### config.mk
export PLATFORM = sky130hd
export DESIGN_NAME = varma_residual_filter
export DESIGN_NICKNAME = d
export VERILOG_FILES = /design/src/vrf_pkg.sv /design/src/varma_residual_filter.sv /design/src/vrf_ram.sv /design/src/vrf_ctrl.sv /design/src/vrf_dp.sv
export SDC_FILE = /design/constraint.sdc
export NUM_CORES = 2
export LEC_CHECK = 0
export BUFFER_PORTS_ARGS = -buffer_cell sky130_fd_sc_hd__buf_2
export CORE_MARGIN = 2
export CORE_UTILIZATION = 50
export DETAILED_ROUTE_END_ITERATION = 16
export PLACE_DENSITY = 0.69
export SETUP_SLACK_MARGIN = 0.15
export SKIP_LAST_GASP = 1
export SLEW_MARGIN = 25
export SYNTH_ARGS = -nofsm -noshare
export SYNTH_HDL_FRONTEND = slang
export SYNTH_HIERARCHICAL = 1
export SYNTH_SLANG_ARGS = --single-unit
### constraint.sdc
create_clock -name clk -period 9.47 [get_ports clk]
set_input_delay 1.4205 -clock clk [delete_from_list [all_inputs] [get_ports clk]]
set_output_delay 1.4205 -clock clk [all_outputs]
set_load 0.01 [all_outputs]
### src/vrf_pkg.sv
// Shared constants and types of the VARMA residual filter.
`default_nettype none
package vrf_pkg;
	localparam int DIM_MAX      = 4;
	localparam int AR_MAX       = 4;
	localparam int MA_MAX       = 4;
	localparam int SAMPLE_WIDTH = 20;
	localparam int COEF_WIDTH   = 16;
	localparam int COEF_FRAC    = COEF_WIDTH - 4;
	localparam int CFG_W        = 3;
	localparam int CIDX_W       = 2;
	localparam int IDX_W        = 2;
	localparam int ADDR_W       = 7;
	localparam int STORE_DEPTH  = 128;
	localparam int PROD_W       = SAMPLE_WIDTH + COEF_WIDTH;
	localparam int ACC_W        = PROD_W + $clog2((AR_MAX + MA_MAX) * DIM_MAX) + 2;
	localparam int SEEN_W       = 3;

	localparam logic [CIDX_W-1:0] REG_DIM = 2'd0;
	localparam logic [CIDX_W-1:0] REG_AR  = 2'd1;
	localparam logic [CIDX_W-1:0] REG_MA  = 2'd2;

	localparam logic FUNC_COEF   = 1'b0;
	localparam logic FUNC_SAMPLE = 1'b1;

	localparam logic signed [SAMPLE_WIDTH-1:0] SAMPLE_HI = {1'b0, {(SAMPLE_WIDTH-1){1'b1}}};
	localparam logic signed [SAMPLE_WIDTH-1:0] SAMPLE_LO = {1'b1, {(SAMPLE_WIDTH-1){1'b0}}};

	typedef logic signed [SAMPLE_WIDTH-1:0] sample_t;
	typedef logic signed [COEF_WIDTH-1:0] coef_t;

	typedef struct packed {
		logic             load;
		logic             start;
		logic             row_init;
		logic             term_vld;
		logic             term_ar;
		logic [IDX_W-1:0] term_k;
		logic [IDX_W-1:0] term_c;
		logic [IDX_W-1:0] row;
		logic             row_store;
		logic             finish;
	} cmd_t;

	typedef struct packed {
		logic [CFG_W-1:0] dim;
		logic [CFG_W-1:0] p;
		logic [CFG_W-1:0] q;
		logic             pass;
	} sts_t;
endpackage
`default_nettype wire

### src/varma_residual_filter.sv
// Top level of the VARMA residual filter.
//
//   channel | signals                                  | role
//   in      | in_valid/in_ready, func..x3              | coefficient write or sample
//   out     | out_valid/out_ready, resid0..3, clipped  | residual vector
//   cfg     | cfg_we, cfg_index, cfg_data              | dim_in_use, ar_order, ma_order
//
// A sample that passes through goes straight to its result; otherwise each row
// runs its terms through one shared multiply-accumulate, one term a cycle, then
// a row tail of S_DRAIN1, S_DRAIN2 and S_STORE (a row goes from init straight
// to store when p and q are both zero).
// Reset sets config to dim 4, p 1, q 0 and clears histories and the sample count; coefficients stay undefined.
// A waiting result holds the last step of the next sample until out_ready;
// coefficient writes and that next sample are taken while the controller is idle.
`default_nettype none
module varma_residual_filter (
	input  wire logic                          clk,
	input  wire logic                          arst_n,
	input  wire logic                          in_valid,
	output logic                               in_ready,
	input  wire logic                          func,
	input  wire logic [vrf_pkg::ADDR_W-1:0]    coef_index,
	input  wire logic signed [vrf_pkg::COEF_WIDTH-1:0]   coef_value,
	input  wire logic                          first_of_series,
	input  wire logic signed [vrf_pkg::SAMPLE_WIDTH-1:0] x0,
	input  wire logic signed [vrf_pkg::SAMPLE_WIDTH-1:0] x1,
	input  wire logic signed [vrf_pkg::SAMPLE_WIDTH-1:0] x2,
	input  wire logic signed [vrf_pkg::SAMPLE_WIDTH-1:0] x3,
	output logic                               out_valid,
	input  wire logic                          out_ready,
	output logic signed [vrf_pkg::SAMPLE_WIDTH-1:0] resid0,
	output logic signed [vrf_pkg::SAMPLE_WIDTH-1:0] resid1,
	output logic signed [vrf_pkg::SAMPLE_WIDTH-1:0] resid2,
	output logic signed [vrf_pkg::SAMPLE_WIDTH-1:0] resid3,
	output logic                               clipped,
	input  wire logic                          cfg_we,
	input  wire logic [vrf_pkg::CIDX_W-1:0]    cfg_index,
	input  wire logic [vrf_pkg::CFG_W-1:0]     cfg_data
);
	import vrf_pkg::*;

	cmd_t              cmd;
	sts_t              sts;
	sample_t           xin  [DIM_MAX];
	sample_t           resid[DIM_MAX];
	logic [COEF_WIDTH-1:0] rdata;
	logic              coef_we;
	logic [ADDR_W-1:0] raddr;

	assign xin[0] = x0;
	assign xin[1] = x1;
	assign xin[2] = x2;
	assign xin[3] = x3;
	assign resid0 = resid[0];
	assign resid1 = resid[1];
	assign resid2 = resid[2];
	assign resid3 = resid[3];

	assign coef_we = in_valid && in_ready && (func == FUNC_COEF);
	// kind is 0 for AR, 1 for MA
	assign raddr   = {~cmd.term_ar, cmd.term_k, cmd.row, cmd.term_c};

	vrf_ram #(.WIDTH(COEF_WIDTH), .DEPTH(STORE_DEPTH)) u_coef (
		.clk   (clk),
		.we    (coef_we),
		.waddr (coef_index),
		.wdata (coef_value),
		.raddr (raddr),
		.rdata (rdata)
	);

	vrf_ctrl u_ctrl (
		.clk       (clk),
		.arst_n    (arst_n),
		.in_valid  (in_valid),
		.in_func   (func),
		.in_ready  (in_ready),
		.out_valid (out_valid),
		.out_ready (out_ready),
		.sts       (sts),
		.cmd       (cmd)
	);

	vrf_dp u_dp (
		.clk             (clk),
		.arst_n          (arst_n),
		.cfg_we          (cfg_we),
		.cfg_index       (cfg_index),
		.cfg_data        (cfg_data),
		.first_of_series (first_of_series),
		.xin             (xin),
		.coef_rdata      (coef_t'(rdata)),
		.cmd             (cmd),
		.sts             (sts),
		.resid           (resid),
		.clipped         (clipped)
	);

	a_busy_after_sample: assert property (@(posedge clk) disable iff (!arst_n)
		(in_valid && in_ready && func == FUNC_SAMPLE) |=> !in_ready)
		else $error("sample item accepted but block stayed ready");

	a_clip_has_rail: assert property (@(posedge clk) disable iff (!arst_n)
		(out_valid && clipped) |->
		(resid0 == SAMPLE_HI || resid0 == SAMPLE_LO || resid1 == SAMPLE_HI ||
		 resid1 == SAMPLE_LO || resid2 == SAMPLE_HI || resid2 == SAMPLE_LO ||
		 resid3 == SAMPLE_HI || resid3 == SAMPLE_LO))
		else $error("clipped set with no channel at a rail");

	a_one_finish: assert property (@(posedge clk) disable iff (!arst_n)
		cmd.finish |=> out_valid)
		else $error("result finished but not presented");
endmodule
`default_nettype wire

### src/vrf_ram.sv
// Generic single-write, single-read RAM with registered read data.
`default_nettype none
module vrf_ram #(
	parameter int WIDTH = 16,
	parameter int DEPTH = 128
) (
	input  wire logic                     clk,
	input  wire logic                     we,
	input  wire logic [$clog2(DEPTH)-1:0] waddr,
	input  wire logic [WIDTH-1:0]         wdata,
	input  wire logic [$clog2(DEPTH)-1:0] raddr,
	output logic      [WIDTH-1:0]         rdata
);
	logic [WIDTH-1:0] mem_q [DEPTH];

	always_ff @(posedge clk) begin
		if (we) begin
			mem_q[waddr] <= wdata;
		end
		rdata <= mem_q[raddr];
	end
endmodule
`default_nettype wire

### src/vrf_ctrl.sv
// Sequencer: walks rows and coefficient terms for one sample item.
`default_nettype none
module vrf_ctrl (
	input  wire logic          clk,
	input  wire logic          arst_n,
	input  wire logic          in_valid,
	input  wire logic          in_func,
	output logic               in_ready,
	output logic               out_valid,
	input  wire logic          out_ready,
	input  wire vrf_pkg::sts_t sts,
	output vrf_pkg::cmd_t      cmd
);
	import vrf_pkg::*;

	typedef enum logic [2:0] {
		S_IDLE, S_CHECK, S_ROW_INIT, S_TERM, S_DRAIN1, S_DRAIN2, S_STORE, S_FINISH
	} state_t;

	state_t           state_q;
	logic [IDX_W-1:0] row_q, k_q, c_q;
	logic             ar_q;
	logic             c_last, k_last, row_last;

	assign in_ready = (state_q == S_IDLE);
	assign c_last   = ((CFG_W'(c_q) + CFG_W'(1)) == sts.dim);
	assign k_last   = ((CFG_W'(k_q) + CFG_W'(1)) == (ar_q ? sts.p : sts.q));
	assign row_last = ((CFG_W'(row_q) + CFG_W'(1)) == sts.dim);

	always_comb begin
		cmd           = '0;
		cmd.load      = in_valid && in_ready && (in_func == FUNC_SAMPLE);
		cmd.start     = (state_q == S_CHECK);
		cmd.row_init  = (state_q == S_ROW_INIT);
		cmd.term_vld  = (state_q == S_TERM);
		cmd.term_ar   = ar_q;
		cmd.term_k    = k_q;
		cmd.term_c    = c_q;
		cmd.row       = row_q;
		cmd.row_store = (state_q == S_STORE);
		cmd.finish    = (state_q == S_FINISH) && (!out_valid || out_ready);
	end

	always_ff @(posedge clk or negedge arst_n) begin
		if (!arst_n) begin
			state_q   <= S_IDLE;
			out_valid <= 1'b0;
			row_q     <= '0;
			k_q       <= '0;
			c_q       <= '0;
			ar_q      <= 1'b1;
		end else begin
			if (cmd.finish) begin
				out_valid <= 1'b1;
			end else if (out_ready) begin
				out_valid <= 1'b0;
			end
			unique case (state_q)
				S_IDLE: begin
					if (cmd.load) begin
						state_q <= S_CHECK;
					end
				end
				S_CHECK: begin
					row_q   <= '0;
					state_q <= sts.pass ? S_FINISH : S_ROW_INIT;
				end
				S_ROW_INIT: begin
					k_q <= '0;
					c_q <= '0;
					if (sts.p != '0) begin
						ar_q    <= 1'b1;
						state_q <= S_TERM;
					end else if (sts.q != '0) begin
						ar_q    <= 1'b0;
						state_q <= S_TERM;
					end else begin
						state_q <= S_STORE;
					end
				end
				S_TERM: begin
					if (!c_last) begin
						c_q <= c_q + IDX_W'(1);
					end else begin
						c_q <= '0;
						if (!k_last) begin
							k_q <= k_q + IDX_W'(1);
						end else if (ar_q && sts.q != '0) begin
							k_q  <= '0;
							ar_q <= 1'b0;
						end else begin
							state_q <= S_DRAIN1;
						end
					end
				end
				S_DRAIN1: state_q <= S_DRAIN2;
				S_DRAIN2: state_q <= S_STORE;
				S_STORE: begin
					if (row_last) begin
						state_q <= S_FINISH;
					end else begin
						row_q   <= row_q + IDX_W'(1);
						state_q <= S_ROW_INIT;
					end
				end
				S_FINISH: begin
					// hold until the output register is free
					if (cmd.finish) begin
						state_q <= S_IDLE;
					end
				end
				default: state_q <= S_IDLE;
			endcase
		end
	end
endmodule
`default_nettype wire

### src/vrf_dp.sv
// Datapath: config, histories, shared multiply-accumulate, round and clip.
`default_nettype none
module vrf_dp (
	input  wire logic                                 clk,
	input  wire logic                                 arst_n,
	input  wire logic                                 cfg_we,
	input  wire logic [vrf_pkg::CIDX_W-1:0]           cfg_index,
	input  wire logic [vrf_pkg::CFG_W-1:0]            cfg_data,
	input  wire logic                                 first_of_series,
	input  wire vrf_pkg::sample_t                     xin [vrf_pkg::DIM_MAX],
	input  wire vrf_pkg::coef_t                       coef_rdata,
	input  wire vrf_pkg::cmd_t                        cmd,
	output vrf_pkg::sts_t                             sts,
	output vrf_pkg::sample_t                          resid [vrf_pkg::DIM_MAX],
	output logic                                      clipped
);
	import vrf_pkg::*;

	logic [CFG_W-1:0]  dim_q, ar_q, ma_q;
	logic [CFG_W-1:0]  dim, p, q, pq;
	logic [SEEN_W-1:0] seen_q;
	sample_t           x_q  [DIM_MAX];
	sample_t           res_q[DIM_MAX];
	sample_t           sh_q [AR_MAX][DIM_MAX];
	sample_t           rh_q [MA_MAX][DIM_MAX];
	sample_t           op_s1;
	logic              vld_s1, ar_s1, vld_s2, ar_s2;
	logic signed [PROD_W-1:0] prod_s2;
	logic signed [ACC_W-1:0]  acc_q, acc_rnd, y;
	logic              ovf, clip_q;
	sample_t           y_sat;

	always_comb begin
		if (dim_q == '0) begin
			dim = CFG_W'(1);
		end else if (dim_q > CFG_W'(DIM_MAX)) begin
			dim = CFG_W'(DIM_MAX);
		end else begin
			dim = dim_q;
		end
		p  = (ar_q > CFG_W'(AR_MAX)) ? CFG_W'(AR_MAX) : ar_q;
		q  = (ma_q > CFG_W'(MA_MAX)) ? CFG_W'(MA_MAX) : ma_q;
		pq = (p > q) ? p : q;
	end

	assign sts.dim  = dim;
	assign sts.p    = p;
	assign sts.q    = q;
	assign sts.pass = (SEEN_W'(pq) > seen_q);

	// round half up, then clip to the sample range
	assign acc_rnd = acc_q + (ACC_W'(1) <<< (COEF_FRAC - 1));
	assign y       = acc_rnd >>> COEF_FRAC;
	assign ovf     = (y > ACC_W'(SAMPLE_HI)) || (y < ACC_W'(SAMPLE_LO));
	assign y_sat   = (y > ACC_W'(SAMPLE_HI)) ? SAMPLE_HI :
	                 (y < ACC_W'(SAMPLE_LO)) ? SAMPLE_LO : SAMPLE_WIDTH'(y);

	always_ff @(posedge clk or negedge arst_n) begin
		if (!arst_n) begin
			dim_q  <= CFG_W'(4);
			ar_q   <= CFG_W'(1);
			ma_q   <= CFG_W'(0);
			seen_q <= '0;
			vld_s1 <= 1'b0;
			vld_s2 <= 1'b0;
			for (int i = 0; i < AR_MAX; i++) begin
				for (int c = 0; c < DIM_MAX; c++) sh_q[i][c] <= '0;
			end
			for (int i = 0; i < MA_MAX; i++) begin
				for (int c = 0; c < DIM_MAX; c++) rh_q[i][c] <= '0;
			end
		end else begin
			if (cfg_we) begin
				unique case (cfg_index)
					REG_DIM: dim_q <= cfg_data;
					REG_AR:  ar_q  <= cfg_data;
					REG_MA:  ma_q  <= cfg_data;
					default: ;
				endcase
			end
			vld_s1 <= cmd.term_vld;
			vld_s2 <= vld_s1;
			if (cmd.load && first_of_series) begin
				seen_q <= '0;
				for (int i = 0; i < AR_MAX; i++) begin
					for (int c = 0; c < DIM_MAX; c++) sh_q[i][c] <= '0;
				end
				for (int i = 0; i < MA_MAX; i++) begin
					for (int c = 0; c < DIM_MAX; c++) rh_q[i][c] <= '0;
				end
			end
			if (cmd.finish) begin
				for (int i = AR_MAX - 1; i > 0; i--) sh_q[i] <= sh_q[i-1];
				sh_q[0] <= x_q;
				for (int i = MA_MAX - 1; i > 0; i--) rh_q[i] <= rh_q[i-1];
				rh_q[0] <= res_q;
				if (seen_q != '1) begin
					seen_q <= seen_q + SEEN_W'(1);
				end
			end
		end
	end

	always_ff @(posedge clk) begin
		if (cmd.load) begin
			for (int c = 0; c < DIM_MAX; c++) begin
				x_q[c] <= (CFG_W'(c) < dim) ? xin[c] : '0;
			end
		end
		if (cmd.start) begin
			clip_q <= 1'b0;
			for (int c = 0; c < DIM_MAX; c++) res_q[c] <= sts.pass ? x_q[c] : '0;
		end
		// stage 1: coefficient read, history operand
		op_s1 <= cmd.term_ar ? sh_q[cmd.term_k][cmd.term_c] : rh_q[cmd.term_k][cmd.term_c];
		ar_s1 <= cmd.term_ar;
		// stage 2: product
		prod_s2 <= coef_rdata * op_s1;
		ar_s2   <= ar_s1;
		if (cmd.row_init) begin
			acc_q <= ACC_W'(x_q[cmd.row]) <<< COEF_FRAC;
		end else if (vld_s2) begin
			acc_q <= ar_s2 ? acc_q - ACC_W'(prod_s2) : acc_q + ACC_W'(prod_s2);
		end
		if (cmd.row_store) begin
			res_q[cmd.row] <= y_sat;
			clip_q         <= clip_q | ovf;
		end
		if (cmd.finish) begin
			resid   <= res_q;
			clipped <= clip_q;
		end
	end
endmodule
`default_nettype wire
======== After elaboration in Yosys (flattened, before gate mapping) ========
Memories as Yosys holds them, arrays and structs flattened. A register that Yosys moved wholly into a read port is not among the register bits.
Index checks and enable logic that the tools add are counted.
W data, S select, Z words.
storage, ports and cells
  register bits after elaboration ......... 1008
  bits in writable memories ............... 2048
  output and inout bits ................... 83
  memories ................................ 1
memories
  memory        depth  width  read ports  clocked after Yosys merged registers in  write ports  RTL line       source
  u_coef.mem_q  128    16     1           1                                        1            vrf_ram.sv:14  logic [WIDTH-1:0] mem_q [DEPTH];
cells by class
  add/sub/neg operators ................... 10
  multipliers ............................. 1
  magnitude comparators ................... 15
  equality and inequality tests ........... 22
  multiplexer cells ....................... 72
  bitwise logic cells ..................... 6
  reduce and logical (&&, ||, !) cells .... 27
operators with widths
  cell                      number
  $mux W320                 3
  $mux W80                  6
  $bmux W80 S2              2
  $mux W20                  14
  $mux W43                  3
  $bmux W20 S2              3
  $bwmux W80                1
  $mux W3                   18
  $add A43 B13 Y43 const B  1
  $add A43 B36 Y43          1
  $sub A43 B36 Y43          1
  $demux W20 S2             1
  $mul A16 B20 Y36          1
  $gt A31 B20 Y1 const B    1
  $lt A31 B20 Y1 const B    1
  $pmux W3 S8               1
  $eq A3 B3 Y1 const B      4
  $ne A2 B2 Y1 const B      6
  $pmux W2 S2               3
  $mux W1                   11
  $mux W2                   5
  $reduce_and A5 Y1         2
  $reduce_bool A2 Y1        5
  $add A2 B1 Y3 const B     3
  other kinds (28)          56

======== Longest topological paths before layout ========
  depth after elaboration ................. 9
  mapped depth ............................ 23
  mapped depth without buffers ............ 22

======== Modules after synthesis ========
The synthesis kept the hierarchy.
modules (own cells, without submodules)
  module                 instances  cells an instance  area each (µm²)
  vrf_ram                1          3086               78522.8
  vrf_dp                 1          4564               55907.4
  vrf_ctrl               1          94                 865.8
  varma_residual_filter  1          2                  12.5

======== Least setup slack after synthesis ========
OpenSTA, ideal clock, no wires.
  path type ............................... input -> register
  from .................................... input port out_ready
  to ...................................... register u_dp/rh_q[0] (netlist name)
  library setup time ...................... 0.121 ns
  data arrival time ....................... 6.747 ns
  required time ........................... 9.349 ns
  setup slack ............................. 2.602 ns
  stages on the path ...................... 6
  path buffers ............................ 2
  cell sequence ........................... nand2b_1 nor2b_1 nor2_1 clkbuf_1 clkbuf_1 a22o_1
RTL lines
  item             RTL line                     source
  start, declared  varma_residual_filter.sv:30  input wire logic out_ready,
  end, declared    vrf_dp.sv:25                 sample_t rh_q [MA_MAX][DIM_MAX];

======== Worst setup path after layout ========
  from .................................... register u_coef.rdata[2], read port of u_coef.mem_q
  to ...................................... register u_dp.prod_s2[34]
on the way
  word-level cells in the longest chain between the ends .. 1
RTL lines
  item                  RTL line       source
  start, declared       vrf_ram.sv:12  output logic [WIDTH-1:0] rdata
  $mul A16 B20 Y36      vrf_dp.sv:118  prod_s2 <= coef_rdata * op_s1;
  end signal, assigned  vrf_dp.sv:118
  end, declared         vrf_dp.sv:28   logic signed [PROD_W-1:0] prod_s2;
No other way between the ends.
A chain may end at the register's enable or synchronous reset.

==> results.md <==
Status:
- The run finished with clean final reports.

Critical path:
- Together, buffers and inverters on the worst path number 3.
- The data required time at the worst endpoint is ~10 ns.
- The arrival time at the worst endpoint is just under 8 ns.
- The setup path with the least slack is of type flop to flop.
- The worst setup path is captured at a flop.
- The largest stage delay on the critical path is 0.86 ns.
- Grouping stages by cell kind, the critical path spends the most delay in adder cells.
- The critical path goes through nand2_1 -> inv_1 -> fa_1 -> fa_1 -> fa_1 -> fa_1 -> fa_1 -> inv_1 -> fa_1 -> inv_1 -> ha_1 -> and3_1 -> nor2b_1 -> a221o_1 -> a21oi_1 -> o21ai_0 -> a311o_1 -> a21oi_1 -> xnor2_1.
- Along the worst path, the maximum fanout reaches 20.
- The type of element launching the critical path is a flop.
- In this design, the critical path's most frequently occurring cell is sky130_fd_sc_hd__fa_1.
- The slowest cell on the critical path is sky130_fd_sc_hd__dfxtp_1.

Synth:
- The number of synthesized flops with an enable pin is ~2200.
- The sequential element share of the synthesized area is 0.645.
- The post-synthesis async set-or-reset flop share is 0.216.
- The synthesized design contains between 3000 and 4000 register bits.
- The mean cell area of the mapped netlist is ~17 sq um.
- Synthesis handed over a netlist of 7746 instances.
- The yosys synthesis warning count is 6.
- After synthesis, the cell types taking the most area are sky130_fd_sc_hd__edfxtp_1 (50%), sky130_fd_sc_hd__mux4_2 (15%), sky130_fd_sc_hd__dfrtp_1 (12%).
- The largest total area in the synthesized netlist belongs to sky130_fd_sc_hd__edfxtp_1.
- Yosys mapped the design onto 90 distinct sky130hd cell types.
- The share of the synthesized area in the top cell type is 0.497.
- Summing every instance area after synthesis gives 135000 sq um.
- The synthesized net count is 8329.
- The most frequently used flop master after synthesis is sky130_fd_sc_hd__edfxtp_1.

Die:
- The die is roughly 520 um wide.
- The initial utilization of the core area, before any placement, comes to 0.504.
- The number of placed I/O pins is roughly 200.
- Row generation in the floorplan step produced 190 rows.
- The chip height is roughly 520 um.
- The region available for standard cell placement spans 269000 sq um.
- The total die area is approximately 270000 sq um.

Run:
- The number of max-cap violations is 0.

Route:
- Wires add up to about 350000 um.
- The first detailed-routing pass took 6 iterations.
- For this run, design rule violations remaining after detail routing come to 0.
- The average wire per cell in the routed design is between 20 and 30 um.
- Using the TritonRoute via totals, the vias-per-cell ratio works out to around 6.3.
- The number of nets with antenna violations after routing is 0.
- Summing over every cut layer, the via total after detailed routing is 74500.
- The count of routing violations after the opening detailed-route iteration is slightly below 9000.

Global route:
- The aggregate global routing overflow is 0.
- The first global-routing pass estimated 507000 um of wire.
- The via count of the first global-routing pass is 74400.
- For this run, the total global-route usage over all layers was measured as 0.251.
- The initial antenna violation count is 25.
- Entering global routing, the biggest net connects 228 pins.

Placement:
- The congestion estimate from routability-driven global placement came to ~0.86.
- The number of buffer cells added on primary ports is slightly below 200.
- The detailed placement HPWL is between 200000 and 250000 um.

Clocking:
- The clock latency on the worst-skew pair is ~0.88 ns.
- The number of hold buffers added after cts is 0.
- The clock tree from TritonCTS is built.
- The post-CTS setup buffer count is 0.
- Clock tree synthesis inserted a total of 320 buffers.
- The clock slew at the register clock pins of the worst setup and hold paths is about 0.060 ns.
- The count of instances resized after the clock tree is built is 0.
- The clock passes through at most 4 buffers.
- The number of H-tree levels is 5.
- The master cell of the clock root buffer is sky130_fd_sc_hd__clkbuf_16.
- The clock sink count is 3072.

Finish:
- Counting the fill cells in the layout gives just over 20000.
- The flip-flop and latch area is ~87000 sq um.
- The share of layout cells above drive strength 1 is 0.230.
- In the final design database the tool counted approximately 8500 nets.
- In the final layout, the multi-input gates occupy 44800 sq um.
- From synthesis to final layout, the design area changed by 11.7%.

STA:
- The worst pin sits at a relative slew slack of 0.264.
- The sum of negative setup slack is 0 ns.
- The number of endpoints with negative hold slack in the final report is 0.
- At the pin with the least slew margin, the transition time is 1.10 ns.
- Static timing analysis puts the maximum clock frequency at about 140 MHz.
- Setup repair after global routing left no endpoint under its margin.
- The final number of max-transition violations is 0.
- On the final layout, the worst clock skew is ~0.074 ns.
- The setup-violating endpoint count in the final report is 0.
- The clock period minus final worst setup slack is 7.07 ns.
- The part of the cycle the worst path needs is 0.746.

Worst hold path:
- The classification of the worst-slack hold path is flop to flop.
-- registers in the layout, summed over array words and instances, names as in the netlist, 2 cells and up --
name	cells
u_dp/op_s1	20
u_dp/dim_q	3
u_dp/res_q	80
u_dp/x_q	80
u_dp/sh_q	320
u_dp/ma_q	3
u_dp/rh_q	320
u_dp/acc_q	43
u_ctrl/row_q	2
u_dp/prod_s2	36
u_coef/mem_q	2048
u_ctrl/c_q	2
u_dp/resid	80
u_dp/seen_q	3
u_coef/rdata	16
u_dp/ar_q	3
u_ctrl/state_q	3
u_ctrl/k_q	2
-- worst reg2reg max path: stages, from the launching register on --
cell	delay, ns
sky130_fd_sc_hd__dfxtp_1	0.86
sky130_fd_sc_hd__nand2_1	0.22
sky130_fd_sc_hd__inv_1	0.15
sky130_fd_sc_hd__fa_1	0.58
sky130_fd_sc_hd__fa_1	0.85
sky130_fd_sc_hd__fa_1	0.52
sky130_fd_sc_hd__fa_1	0.50
sky130_fd_sc_hd__fa_1	0.49
sky130_fd_sc_hd__inv_1	0.05
sky130_fd_sc_hd__fa_1	0.49
sky130_fd_sc_hd__inv_1	0.05
sky130_fd_sc_hd__ha_1	0.33
sky130_fd_sc_hd__and3_1	0.24
sky130_fd_sc_hd__nor2b_1	0.15
sky130_fd_sc_hd__a221o_1	0.30
sky130_fd_sc_hd__a21oi_1	0.30
sky130_fd_sc_hd__o21ai_0	0.22
sky130_fd_sc_hd__a311o_1	0.39
sky130_fd_sc_hd__a21oi_1	0.17
sky130_fd_sc_hd__xnor2_1	0.13
-- synth_stat cells, types with 10 or more instances --
library cell,count
sky130_fd_sc_hd__clkbuf_1,401
sky130_fd_sc_hd__a22o_1,645
sky130_fd_sc_hd__a31oi_1,16
sky130_fd_sc_hd__a211oi_1,13
sky130_fd_sc_hd__o21a_1,17
sky130_fd_sc_hd__edfxtp_1,2241
sky130_fd_sc_hd__nor4_1,10
sky130_fd_sc_hd__inv_1,383
sky130_fd_sc_hd__ha_1,149
sky130_fd_sc_hd__mux4_2,892
sky130_fd_sc_hd__nand2b_1,21
sky130_fd_sc_hd__nand4_1,18
sky130_fd_sc_hd__mux2_2,48
sky130_fd_sc_hd__dfrtp_1,662
sky130_fd_sc_hd__or3_1,12
sky130_fd_sc_hd__mux2i_1,16
sky130_fd_sc_hd__nor2b_1,88
sky130_fd_sc_hd__a21oi_1,179
sky130_fd_sc_hd__xnor2_1,96
sky130_fd_sc_hd__buf_1,46
sky130_fd_sc_hd__a21o_1,38
sky130_fd_sc_hd__dfxtp_1,166
sky130_fd_sc_hd__and3_1,16
sky130_fd_sc_hd__nand2_1,306
sky130_fd_sc_hd__a311oi_1,20
sky130_fd_sc_hd__o22a_1,60
sky130_fd_sc_hd__fa_1,319
sky130_fd_sc_hd__and2_1,182
sky130_fd_sc_hd__nand3_1,46
sky130_fd_sc_hd__xor2_1,38
sky130_fd_sc_hd__buf_2,53
sky130_fd_sc_hd__nor3_1,34
sky130_fd_sc_hd__nor2_1,288
sky130_fd_sc_hd__o21ai_0,78
-- routing by layer --
layer	global-route usage	part of all wire
met5	0	0.00017
met4	0.0855	0.038
met3	0.0454	0.087
met2	0.395	0.48
met1	0.356	0.40
-- placed cells by master (no fill, tap or decap), types with 166 or more instances in the layout --
cell                           n
sky130_fd_sc_hd__a21oi_1     178
sky130_fd_sc_hd__buf_2       180
sky130_fd_sc_hd__inv_1       383
sky130_fd_sc_hd__edfxtp_1   2241
sky130_fd_sc_hd__mux4_2      892
sky130_fd_sc_hd__a22o_1      645
sky130_fd_sc_hd__fa_1        319
sky130_fd_sc_hd__dfrtp_1     656
sky130_fd_sc_hd__clkbuf_16   328
sky130_fd_sc_hd__dfxtp_1     166
sky130_fd_sc_hd__and2_1      182
sky130_fd_sc_hd__nor2_1      258
sky130_fd_sc_hd__nand2_1     306
sky130_fd_sc_hd__buf_4       185
-- metrics by stage --
step / cells / worst slack (ns) / instance area [sq um] / util / hold WS (ns)
floorplan: 7746 / 2.60 / 135000 / - / 0.310
global placement: 11200 / 2.61 / 141000 / 0.523 / 0.322
detailed placement: 11200 / 2.46 / 141000 / 0.524 / 0.330
CTS: 11800 / 2.44 / 151000 / 0.562 / 0.336
global route: 11800 / 2.05 / 151000 / 0.563 / 0.345
finish: 11800 / 2.40 / 151000 / 0.563 / 0.329
-- path summary, 6_finish.rpt --
| kind | from | cells after the start | slack, ns | endpoint |
|---|---|---|---|---|
| worst min register to register | u_dp/ar_s1 | 0 | 0.33 | u_dp/ar_s2 |
| max in group asynchronous | arst_n | 3 | 7.24 | u_dp/sh_q[10] |
| worst max-delay path | u_coef/rdata[2] | 19 | 2.40 | u_dp/prod_s2[34] |
| worst max register to register | u_coef/rdata[2] | 19 | 2.40 | u_dp/prod_s2[34] |
| min in group asynchronous | arst_n | 1 | 0.45 | u_dp/sh_q[157] |
| worst min-delay path | u_dp/ar_s1 | 0 | 0.33 | u_dp/ar_s2 |
-- kinds of logic (layout without fill, tap and decap cells) --
logic type	count (synthesis)	in the layout	share of synthesized area
xor gates and xnor gates	134	134	0.00867
buffers and inverters	896	1360	0.0260
AOI/OAI and AO/OA	1142	1142	0.0658
adders and majority gates	468	468	0.0610
and+or+nand+nor	1076	1076	0.0398
other	0	21	0
muxes	958	958	0.154
DFF	3072	3072	0.645
-- layout make-up --
type,count,share of cell area
timing repair buffer,397,0.0191
clock inverter,170,0.0110
clock buffer,409,0.0570
antenna,21,0.000348
tap,3552,0.0294
inverter,384,0.00954
multi-input combinational,3778,0.296
sequential,3072,0.577
Power is left out: the tool's default activity adds up to more than one toggle a clock period on the data nets, which glitch-free logic cannot reach.
